**config.mk**
```make
export PLATFORM = sky130hd
export DESIGN_NAME = ntt_twiddle_generator_top
export DESIGN_NICKNAME = d
export VERILOG_FILES = /design/src/rtl/ntt_tw_pkg.sv /design/src/rtl/ntt_tw_divider.sv /design/src/rtl/ntt_twiddle_generator_top.sv
export SDC_FILE = /design/constraint.sdc
export NUM_CORES = 2
export LEC_CHECK = 0
export BUFFER_PORTS_ARGS = -buffer_cell sky130_fd_sc_hd__buf_2
export CELL_PAD_IN_SITES_DETAIL_PLACEMENT = 0
export CELL_PAD_IN_SITES_GLOBAL_PLACEMENT = 1
export CORE_ASPECT_RATIO = 1.25
export CORE_MARGIN = 4
export CORE_UTILIZATION = 55
export CTS_CLUSTER_DIAMETER = 80
export CTS_CLUSTER_SIZE = 12
export DETAILED_ROUTE_END_ITERATION = 7
export GPL_ROUTABILITY_DRIVEN = 0
export GPL_TIMING_DRIVEN = 0
export MAX_ROUTING_LAYER = met4
export PLACE_DENSITY = 0.95
export RECOVER_POWER = 50
export REMOVE_ABC_BUFFERS = 1
export SETUP_SLACK_MARGIN = 0.3
export SYNTH_ARGS = -nofsm -noshare
export SYNTH_HDL_FRONTEND = slang
export SYNTH_SLANG_ARGS = --single-unit
```
**constraint.sdc**
```tcl
create_clock -name clock -period 14.2 [get_ports clock]
set_input_delay 2.13 -clock clock [delete_from_list [all_inputs] [get_ports clock]]
set_output_delay 2.13 -clock clock [all_outputs]
set_load 0.01 [all_outputs]
```
**src/rtl/ntt_tw_pkg.sv**
```systemverilog
`timescale 1ns / 1ps
// ----------------------------------------------------------------------------
// ntt twiddle generator package
// shared types and constants for the twiddle value generator
// ----------------------------------------------------------------------------
package ntt_tw_pkg;

   localparam int MAX_LOG_SIZE_DEF = 10;
   localparam int WORD_W           = 32;
   localparam int CSR_IDX_W        = 2;

   localparam logic [3:0]  LOG_SIZE_RST = 4'd7;
   localparam logic [31:0] MODULUS_RST  = 32'd11777;
   localparam logic [31:0] ROOT_RST     = 32'd5558;

   typedef enum logic [1:0] {
      CSR_LOG_SIZE = 2'd0,
      CSR_MODULUS  = 2'd1,
      CSR_ROOT     = 2'd2
   } csr_idx_type;

   typedef enum logic [1:0] {
      OP_FWD = 2'd0,
      OP_INV = 2'd1,
      OP_PLAIN_INV = 2'd2,
      OP_RSVD = 2'd3
   } op_type;

   typedef enum logic [3:0] {
      ST_IDLE,
      ST_RED,      // reduce operand mod q
      ST_EXP_MUL,  // issue a modular multiply
      ST_EXP_WAIT,
      ST_EUC_DIV,  // issue r0 / r1
      ST_EUC_WAIT,
      ST_EUC_T,    // t update: t0 - d * t1 mod q
      ST_EUC_TW,
      ST_DONE,
      ST_OUT
   } state_type;

   // reduction unit commands
   typedef enum logic [1:0] {
      MM_MUL,      // (a * b) mod q
      MM_DIV       // a / b and a mod b
   } mm_cmd_type;

endpackage

```
**src/rtl/ntt_tw_divider.sv**
```systemverilog
`timescale 1ns / 1ps
// ----------------------------------------------------------------------------
// ntt twiddle shared divider
// restoring divider, one quotient bit per cycle, 64 by 32 bits
// ----------------------------------------------------------------------------
module ntt_tw_divider (
   input  logic        clock,
   input  logic        reset,
   input  logic        start,
   input  logic [63:0] dividend,
   input  logic [31:0] divisor,
   output logic        done,
   output logic [63:0] quotient,
   output logic [31:0] remainder
);

   logic [63:0] quo_ff, quo_in;
   logic [32:0] rem_ff, rem_in;
   logic [31:0] dvs_ff, dvs_in;
   logic [6:0]  cnt_ff, cnt_in;
   logic        busy_ff, busy_in;
   logic        done_ff, done_in;
   logic [32:0] trial;
   logic [33:0] diff;

   always_comb begin
      quo_in  = quo_ff;
      rem_in  = rem_ff;
      dvs_in  = dvs_ff;
      cnt_in  = cnt_ff;
      busy_in = busy_ff;
      done_in = 1'b0;
      trial   = {rem_ff[31:0], quo_ff[63]};
      diff    = {1'b0, trial} - {2'b00, dvs_ff};
      if (start) begin
         quo_in  = dividend;
         rem_in  = '0;
         dvs_in  = divisor;
         cnt_in  = 7'd64;
         busy_in = 1'b1;
      end else if (busy_ff) begin
         if (!diff[33]) begin
            rem_in = diff[32:0];
            quo_in = {quo_ff[62:0], 1'b1};
         end else begin
            rem_in = trial;
            quo_in = {quo_ff[62:0], 1'b0};
         end
         cnt_in = cnt_ff - 7'd1;
         if (cnt_ff == 7'd1) begin
            busy_in = 1'b0;
            done_in = 1'b1;
         end
      end
   end

   always_ff @(posedge clock) begin
      if (reset) begin
         busy_ff <= 1'b0;
         done_ff <= 1'b0;
         cnt_ff  <= '0;
      end else begin
         busy_ff <= busy_in;
         done_ff <= done_in;
         cnt_ff  <= cnt_in;
      end
      quo_ff <= quo_in;
      rem_ff <= rem_in;
      dvs_ff <= dvs_in;
   end

   assign done      = done_ff;
   assign quotient  = quo_ff;
   assign remainder = rem_ff[31:0];

endmodule

```
**src/rtl/ntt_twiddle_generator_top.sv**
```systemverilog
`timescale 1ns / 1ps
// ----------------------------------------------------------------------------
// ntt twiddle generator
// one twiddle value, inverse twiddle or modular inverse per request beat.
// every modular product and every euclid quotient goes through a single
// bit-serial divider, so each multiply costs a full divider pass: op 0 and
// op 1 cost up to 2*(w+1) multiplies for the saturated width w, op 1 and op 2
// add two divider passes per euclid round (tens of rounds for 32-bit q).
// the block takes one request at a time; the result sits in an output
// register and req_stall stays high until it has been taken
// ----------------------------------------------------------------------------
module ntt_twiddle_generator_top #(
   parameter int MAX_LOG_SIZE = ntt_tw_pkg::MAX_LOG_SIZE_DEF
) (
   input  logic        clock,
   input  logic        reset,
   input  logic        csr_write,
   input  logic [1:0]  csr_index,
   input  logic [31:0] csr_data,
   input  logic        req_valid,
   output logic        req_stall,
   input  logic [1:0]  req_op,
   input  logic [9:0]  req_index,
   input  logic [31:0] req_operand,
   output logic        rsp_valid,
   input  logic        rsp_stall,
   output logic [31:0] rsp_value,
   output logic        rsp_not_invertible
);

   logic [3:0]  log_size_ff;
   logic [31:0] modulus_ff;
   logic [31:0] root_ff;

   ntt_tw_pkg::state_type state_ff, state_in;
   logic [1:0]  op_ff, op_in;
   logic [16:0] exp_ff, exp_in;        // remaining exponent bits
   logic        sq_ff, sq_in;           // next multiply is the squaring
   logic [31:0] acc_ff, acc_in;
   logic [31:0] base_ff, base_in;
   logic [31:0] r0_ff, r0_in, r1_ff, r1_in;
   logic [31:0] t0_ff, t0_in, t1_ff, t1_in;   // coefficients kept mod q
   logic [31:0] d_ff, d_in;
   logic [31:0] val_ff, val_in;
   logic        flag_ff, flag_in;
   logic        rsp_valid_ff, rsp_valid_in;

   logic        div_start;
   logic [63:0] div_dividend;
   logic [31:0] div_divisor;
   logic        div_done;
   logic [63:0] div_quo;
   logic [31:0] div_rem;

   logic [3:0]  w_sat;
   logic [15:0] k_rev;
   logic [16:0] e_full;
   logic [31:0] mul_a;
   logic [31:0] mul_b;
   logic [63:0] prod;
   logic [32:0] tsub;

   ntt_tw_divider u_div (
      .clock     (clock),
      .reset     (reset),
      .start     (div_start),
      .dividend  (div_dividend),
      .divisor   (div_divisor),
      .done      (div_done),
      .quotient  (div_quo),
      .remainder (div_rem)
   );

   // configuration
   always_ff @(posedge clock) begin
      if (reset) begin
         log_size_ff <= ntt_tw_pkg::LOG_SIZE_RST;
         modulus_ff  <= ntt_tw_pkg::MODULUS_RST;
         root_ff     <= ntt_tw_pkg::ROOT_RST;
      end else if (csr_write) begin
         case (ntt_tw_pkg::csr_idx_type'(csr_index))
            ntt_tw_pkg::CSR_LOG_SIZE: log_size_ff <= csr_data[3:0];
            ntt_tw_pkg::CSR_MODULUS:  modulus_ff  <= csr_data;
            ntt_tw_pkg::CSR_ROOT:     root_ff     <= csr_data;
            default: ;
         endcase
      end
   end

   // bit reversal over the saturated width
   always_comb begin
      if (log_size_ff == 4'd0) begin
         w_sat = 4'd1;
      end else if (32'(log_size_ff) > MAX_LOG_SIZE) begin
         w_sat = 4'(MAX_LOG_SIZE);
      end else begin
         w_sat = log_size_ff;
      end
      k_rev = '0;
      for (int i = 0; i < 16; i++) begin
         if (i < 32'(w_sat) && i < 10) begin
            k_rev[32'(w_sat) - 1 - i] = req_index[i];
         end
      end
      e_full = {1'b0, k_rev} + ((req_op == ntt_tw_pkg::OP_INV) ? 17'd1 : 17'd0);
   end

   // one multiplier, shared by the exponent steps and the euclid t update
   always_comb begin
      if (state_ff == ntt_tw_pkg::ST_EUC_T) begin
         mul_a = d_ff;
         mul_b = t1_ff;
      end else begin
         mul_a = sq_ff ? base_ff : acc_ff;
         mul_b = base_ff;
      end
      prod = 64'(mul_a) * 64'(mul_b);
      tsub = {1'b0, t0_ff} - {1'b0, div_rem};
   end

   always_comb begin
      state_in     = state_ff;
      op_in        = op_ff;
      exp_in       = exp_ff;
      sq_in        = sq_ff;
      acc_in       = acc_ff;
      base_in      = base_ff;
      r0_in        = r0_ff;
      r1_in        = r1_ff;
      t0_in        = t0_ff;
      t1_in        = t1_ff;
      d_in         = d_ff;
      val_in       = val_ff;
      flag_in      = flag_ff;
      rsp_valid_in = rsp_valid_ff;
      div_start    = 1'b0;
      div_dividend = '0;
      div_divisor  = modulus_ff;
      if (rsp_valid_ff && !rsp_stall) begin
         rsp_valid_in = 1'b0;
      end
      case (state_ff)
         ntt_tw_pkg::ST_IDLE: begin
            if (req_valid && !rsp_valid_ff) begin
               op_in  = req_op;
               exp_in = e_full;
               acc_in = (modulus_ff == 32'd1) ? 32'd0 : 32'd1;
               sq_in  = 1'b0;
               if (req_op == ntt_tw_pkg::OP_RSVD) begin
                  val_in = '0; flag_in = 1'b0; state_in = ntt_tw_pkg::ST_OUT;
               end else if (modulus_ff < 32'd2) begin
                  val_in  = '0;
                  flag_in = (req_op != ntt_tw_pkg::OP_FWD);
                  state_in = ntt_tw_pkg::ST_OUT;
               end else begin
                  div_start    = 1'b1;
                  div_dividend = (req_op == ntt_tw_pkg::OP_PLAIN_INV) ?
                                 64'(req_operand) : 64'(root_ff);
                  state_in = ntt_tw_pkg::ST_RED;
               end
            end
         end
         ntt_tw_pkg::ST_RED: begin
            if (div_done) begin
               if (op_ff == ntt_tw_pkg::OP_PLAIN_INV) begin
                  r1_in = div_rem;
                  r0_in = modulus_ff;
                  t0_in = '0;
                  t1_in = 32'd1;
                  state_in = ntt_tw_pkg::ST_EUC_DIV;
               end else begin
                  base_in  = div_rem;
                  state_in = ntt_tw_pkg::ST_EXP_MUL;
               end
            end
         end
         ntt_tw_pkg::ST_EXP_MUL: begin
            if (exp_ff == '0) begin
               if (op_ff == ntt_tw_pkg::OP_FWD) begin
                  val_in = acc_ff; flag_in = 1'b0; state_in = ntt_tw_pkg::ST_OUT;
               end else begin
                  r0_in = modulus_ff; r1_in = acc_ff;
                  t0_in = '0; t1_in = 32'd1;
                  state_in = ntt_tw_pkg::ST_EUC_DIV;
               end
            end else if (!sq_ff && !exp_ff[0]) begin
               sq_in = 1'b1;
            end else begin
               div_start    = 1'b1;
               div_dividend = prod;
               state_in     = ntt_tw_pkg::ST_EXP_WAIT;
            end
         end
         ntt_tw_pkg::ST_EXP_WAIT: begin
            if (div_done) begin
               if (sq_ff) begin
                  base_in = div_rem;
                  sq_in   = 1'b0;
                  exp_in  = exp_ff >> 1;
               end else begin
                  acc_in = div_rem;
                  sq_in  = 1'b1;
               end
               state_in = ntt_tw_pkg::ST_EXP_MUL;
            end
         end
         ntt_tw_pkg::ST_EUC_DIV: begin
            if (r1_ff == '0) begin
               state_in = ntt_tw_pkg::ST_DONE;
            end else begin
               div_start    = 1'b1;
               div_dividend = 64'(r0_ff);
               div_divisor  = r1_ff;
               state_in     = ntt_tw_pkg::ST_EUC_WAIT;
            end
         end
         ntt_tw_pkg::ST_EUC_WAIT: begin
            if (div_done) begin
               d_in  = div_quo[31:0];
               r0_in = r1_ff;
               r1_in = div_rem;
               state_in = ntt_tw_pkg::ST_EUC_T;
            end
         end
         ntt_tw_pkg::ST_EUC_T: begin
            // (d * t1) mod q, then t0 - that mod q
            div_start    = 1'b1;
            div_dividend = prod;
            state_in     = ntt_tw_pkg::ST_EUC_TW;
         end
         ntt_tw_pkg::ST_EUC_TW: begin
            if (div_done) begin
               t0_in = t1_ff;
               t1_in = tsub[32] ? (tsub[31:0] + modulus_ff) : tsub[31:0];
               state_in = ntt_tw_pkg::ST_EUC_DIV;
            end
         end
         ntt_tw_pkg::ST_DONE: begin
            if (r0_ff == 32'd1) begin
               val_in = t0_ff; flag_in = 1'b0;
            end else begin
               val_in = '0; flag_in = 1'b1;
            end
            state_in = ntt_tw_pkg::ST_OUT;
         end
         ntt_tw_pkg::ST_OUT: begin
            rsp_valid_in = 1'b1;
            state_in     = ntt_tw_pkg::ST_IDLE;
         end
         default: state_in = ntt_tw_pkg::ST_IDLE;
      endcase
   end

   always_ff @(posedge clock) begin
      if (reset) begin
         state_ff     <= ntt_tw_pkg::ST_IDLE;
         rsp_valid_ff <= 1'b0;
      end else begin
         state_ff     <= state_in;
         rsp_valid_ff <= rsp_valid_in;
      end
      op_ff   <= op_in;
      exp_ff  <= exp_in;
      sq_ff   <= sq_in;
      acc_ff  <= acc_in;
      base_ff <= base_in;
      r0_ff   <= r0_in;
      r1_ff   <= r1_in;
      t0_ff   <= t0_in;
      t1_ff   <= t1_in;
      d_ff    <= d_in;
      val_ff  <= val_in;
      flag_ff <= flag_in;
   end

   assign req_stall          = (state_ff != ntt_tw_pkg::ST_IDLE) || rsp_valid_ff;
   assign rsp_valid          = rsp_valid_ff;
   assign rsp_value          = val_ff;
   assign rsp_not_invertible = flag_ff;

   // a flagged result always carries zero
   assert property (@(posedge clock) disable iff (reset)
      rsp_valid_ff && flag_ff |-> val_ff == '0)
      else $error("flagged result with non-zero value");

   // an unflagged result is reduced below the modulus
   assert property (@(posedge clock) disable iff (reset)
      rsp_valid_ff && !flag_ff && modulus_ff >= 32'd2 |-> val_ff < modulus_ff)
      else $error("result not reduced");

   // accepting a request always leaves idle
   assert property (@(posedge clock) disable iff (reset)
      req_valid && !req_stall |=> state_ff != ntt_tw_pkg::ST_IDLE)
      else $error("request accepted but sequencer stayed idle");

   // the response register is only loaded from the output state
   assert property (@(posedge clock) disable iff (reset)
      $rose(rsp_valid_ff) |-> $past(state_ff) == ntt_tw_pkg::ST_OUT)
      else $error("response raised outside output state");

endmodule
```
==> flow_metrics.env <==
export IMPL_insertion_delay_ps=620
export IMPL_critPathLaunchType="flop"
export IMPL_ctsHtreeMaxLevel=2
export IMPL_drive_above_1_share_pct=6.42
export IMPL_yosys_area_top_type_share_pct=29.1
export IMPL_die_area_mm2=0.118
export IMPL_grt_antenna_before_repair=1
export IMPL_cts_sink_count=487
export IMPL_timing_final_max_slew_violations=337
export IMPL_drt_first_iter_violations=5630
export IMPL_tritoncts_num_buffers=46
export IMPL_reg2reg_setup_slack_ps=2600
export IMPL_synth_area_leaders="sky130_fd_sc_hd__fa_1, sky130_fd_sc_hd__edfxtp_1, sky130_fd_sc_hd__ha_1"
export IMPL_route_detailed_drc=1
export IMPL_yosys_warnings=0
export IMPL_filler_cell_count=9339
export IMPL_grt_pass1_vias=53100
export IMPL_critical_path_most_common_cell="sky130_fd_sc_hd__fa_1"
export IMPL_period_share_pct=81.7
export IMPL_top_level_ports=118
export IMPL_synthXorXnorAreaFrac_pct=2.18
export IMPL_synth_sequential_area_ratio_pct=21.8
export IMPL_cpPeakStageDelay_ps=740
export IMPL_rsz0062_at_grt="no"
export IMPL_floorplan_die_width_um=308
export IMPL_grt_remaining_overflow=0
export IMPL_postRouteWirelength_um=195000
export IMPL_criticalPathCategory="flop to flop"
export IMPL_yosys_most_used_dff="sky130_fd_sc_hd__edfxtp_1"
export IMPL_fin_cells=8216
export IMPL_crit_path_end_kind="flop"
export IMPL_mappedNetlistArea_mm2=0.0619
export IMPL_ys_seq_elements=487
export IMPL_combinational_family_with_the_most_area_after_synthesis="adder cells"
export IMPL_clk_transition_reported_paths_ps=70
export IMPL_critical_path_peak_fanout=32
export IMPL_post_cts_repair_setup_buffers=0
export IMPL_cts_resized_gates=0
export IMPL_run_status="finished, violations left"
export IMPL_cts_max_path_buffers=3
export IMPL_regToRegStartpoint="state_ff[1]$_SDFFE_PP0P_"
export IMPL_synth_adder_area_share_pct=37.3
export IMPL_critical_path_startpoint="state_ff[1]$_SDFFE_PP0P_"
export IMPL_final_hold_viol_count=0
export IMPL_layout_commonest_cell="sky130_fd_sc_hd__nand2_1"
export IMPL_final_setup_skew_ps=42.0
export IMPL_design_core_area_mm2=0.112
export IMPL_edff_count_synth=373
export IMPL_number_of_antenna_violating_nets_in_the_routed_design=0
export IMPL_grt_first_pass_wirelength_um=305000
export IMPL_clock_tree_root_cell="sky130_fd_sc_hd__clkbuf_16"
export IMPL_first_pass_iters=8
export IMPL_max_cap_violations=11
export IMPL_failed_checks="design-rule violations, max-capacitance violations, max-slew violations"
export IMPL_share_of_the_synthesized_area_in_compound_gates_ao_oa_aoi_oai_pct=10.1
export IMPL_worst_ep_arrival_time_ps=12000
export IMPL_worst_slew_pin_transition_ps=2990
export IMPL_worst_hold_path_type="flop to flop"
export IMPL_grt_util_all_layers_pct=34.5
export IMPL_library_cell_occupying_the_most_area_in_the_post_synthesis_netlist="sky130_fd_sc_hd__fa_1"
export IMPL_multiplexer_area_fraction_after_synthesis_pct=3.81
export IMPL_tritoncts_clock_tree="yes"
export IMPL_effective_utilization_at_floorplan_pct=55.5
export IMPL_placed_cells=8131
export IMPL_shortest_period_the_worst_path_allows_ps=11600
export IMPL_die_height_um=383
export IMPL_dp_hpwl_um=150000
export IMPL_critical_path_required_ps=14590
export IMPL_setup_viols_final=0
export IMPL_hold_buffers=0
export IMPL_route_vias_total=50600
export IMPL_io_buffers=117
export IMPL_largest_net_degree_at_the_start_of_global_routing=64
export IMPL_area_growth_pct=6.98
export IMPL_async_flop_share_pct=0
export IMPL_drt_wirelength_per_cell_um=23.7
export IMPL_timing_fmax_mhz=86.2
export IMPL_num_nets_final=8111
export IMPL_placement_rows=137
export IMPL_finalHoldWorstSlack_ps=446
export IMPL_detail_route_vias_per_cell=6.16
export IMPL_synthesis_instances=6816
export IMPL_slew_headroom_pct=-99.4
export IMPL_post_synthesis_mean_instance_area_um2=9.08
export IMPL_slowest_stage="sky130_fd_sc_hd__dfxtp_1"
export IMPL_synth_simple_gate_area_share_pct=16.0
export IMPL_netlist_cell_types=104
export IMPL_mostFrequentLayoutCells="sky130_fd_sc_hd__nand2_1, sky130_fd_sc_hd__inv_1, sky130_fd_sc_hd__fa_1, sky130_fd_sc_hd__nor2_1, sky130_fd_sc_hd__ha_1"
export IMPL_holdCritStartpoint="u_div.quotient[1]$_DFFE_PP_"
## metal layers
layer  up-vias  track usage (%)  part of all wire, %
met5         -                -                    0
met4         0             19.7                  7.3
met3       690             6.78                   10
met2      2894             54.7                   46
met1     25100             41.5                   36
li1      21900                -                    -
## worst paths after layout
kind                                       end  cells past startpoint
setup / recovery  u_div.quotient[60]$_DFFE_PP_                     32
hold / removal               d_ff[1]$_DFFE_PP_                      0
setup reg to reg  u_div.quotient[60]$_DFFE_PP_                     32
hold reg to reg              d_ff[1]$_DFFE_PP_                      0
## state kept, by name (all words and copies together), names as in the netlist, 32 cells and up
| signal | flops |
|---|---|
| u_div.dvs_ff | 32 |
| r0_ff | 32 |
| acc_ff | 32 |
| u_div.rem_ff | 32 |
| t1_ff | 32 |
| r1_ff | 32 |
| d_ff | 32 |
| u_div.quotient | 64 |
| root_ff | 32 |
| modulus_ff | 32 |
| base_ff | 32 |
| t0_ff | 32 |
| rsp_value | 32 |
## cell usage after synthesis, types with 31 or more instances
master                        n
sky130_fd_sc_hd__nand2_1   1286
sky130_fd_sc_hd__inv_1     1081
sky130_fd_sc_hd__fa_1       899
sky130_fd_sc_hd__nor2_1     413
sky130_fd_sc_hd__ha_1       408
sky130_fd_sc_hd__edfxtp_1   373
sky130_fd_sc_hd__clkbuf_1   312
sky130_fd_sc_hd__a21oi_1    263
sky130_fd_sc_hd__o21ai_0    213
sky130_fd_sc_hd__mux2_2     128
sky130_fd_sc_hd__dfxtp_1    114
sky130_fd_sc_hd__xnor2_1    102
sky130_fd_sc_hd__and2_1      99
sky130_fd_sc_hd__nand3_1     97
sky130_fd_sc_hd__mux2i_1     89
sky130_fd_sc_hd__a21o_1      75
sky130_fd_sc_hd__nor2b_1     55
sky130_fd_sc_hd__nor3_1      52
sky130_fd_sc_hd__xor2_1      49
sky130_fd_sc_hd__o21a_1      48
sky130_fd_sc_hd__nand2b_1    43
sky130_fd_sc_hd__nand4_1     43
sky130_fd_sc_hd__nor4_1      35
sky130_fd_sc_hd__a31oi_1     34
sky130_fd_sc_hd__and3_1      34
sky130_fd_sc_hd__a222oi_1    31
## cell type report
cell class / count / area, um^2 / area share (%)
inverters: 1086 / 4080 / 6.16
clock buffers: 78 / 1270 / 1.92
well taps: 1459 / 1830 / 2.76
multi-input cells: 4896 / 43500 / 65.7
diodes: 1 / 2.50 / 0.00378
clock inverters: 5 / 88.8 / 0.134
repair buffers: 204 / 1960 / 2.96
flip-flops and latches: 487 / 13500 / 20.4
## stage by stage
step	cell area [um^2]	TNS, ps	util, %	worst slack, ps
6_report	66200	0	59.3	2600
3_5_place_dp	65100	0	58.4	2770
5_1_grt	66200	0	59.3	2170
2_1_floorplan	60600	-8.32	-	-8.32
4_1_cts	66500	0	59.6	2690
3_3_place_gp	63000	-1984680	56.4	-12130
## cell families after synthesis
logic type / after synthesis
AOI/OAI and AO/OA: 954
xor gates and xnor gates: 152
adders and majority gates: 1308
buffers and inverters: 1433
DFF: 487
muxes: 219
and+or+nand+nor: 2263
## worst max-delay path, delay by kind of cell, from the launching register on
| kind | cells | cell delay, ps |
|---|---|---|
| simple gates | 7 | 1920 |
| buf+inv | 8 | 1060 |
| flops | 1 | 740 |
| mux | 1 | 710 |
| compound gates | 6 | 2090 |
| fa+ha+maj | 9 | 4620 |
| xor+xnor | 1 | 180 |
Power is not shown: default switching activity piles up to over one toggle a cycle in this logic, so the estimate is an artifact.
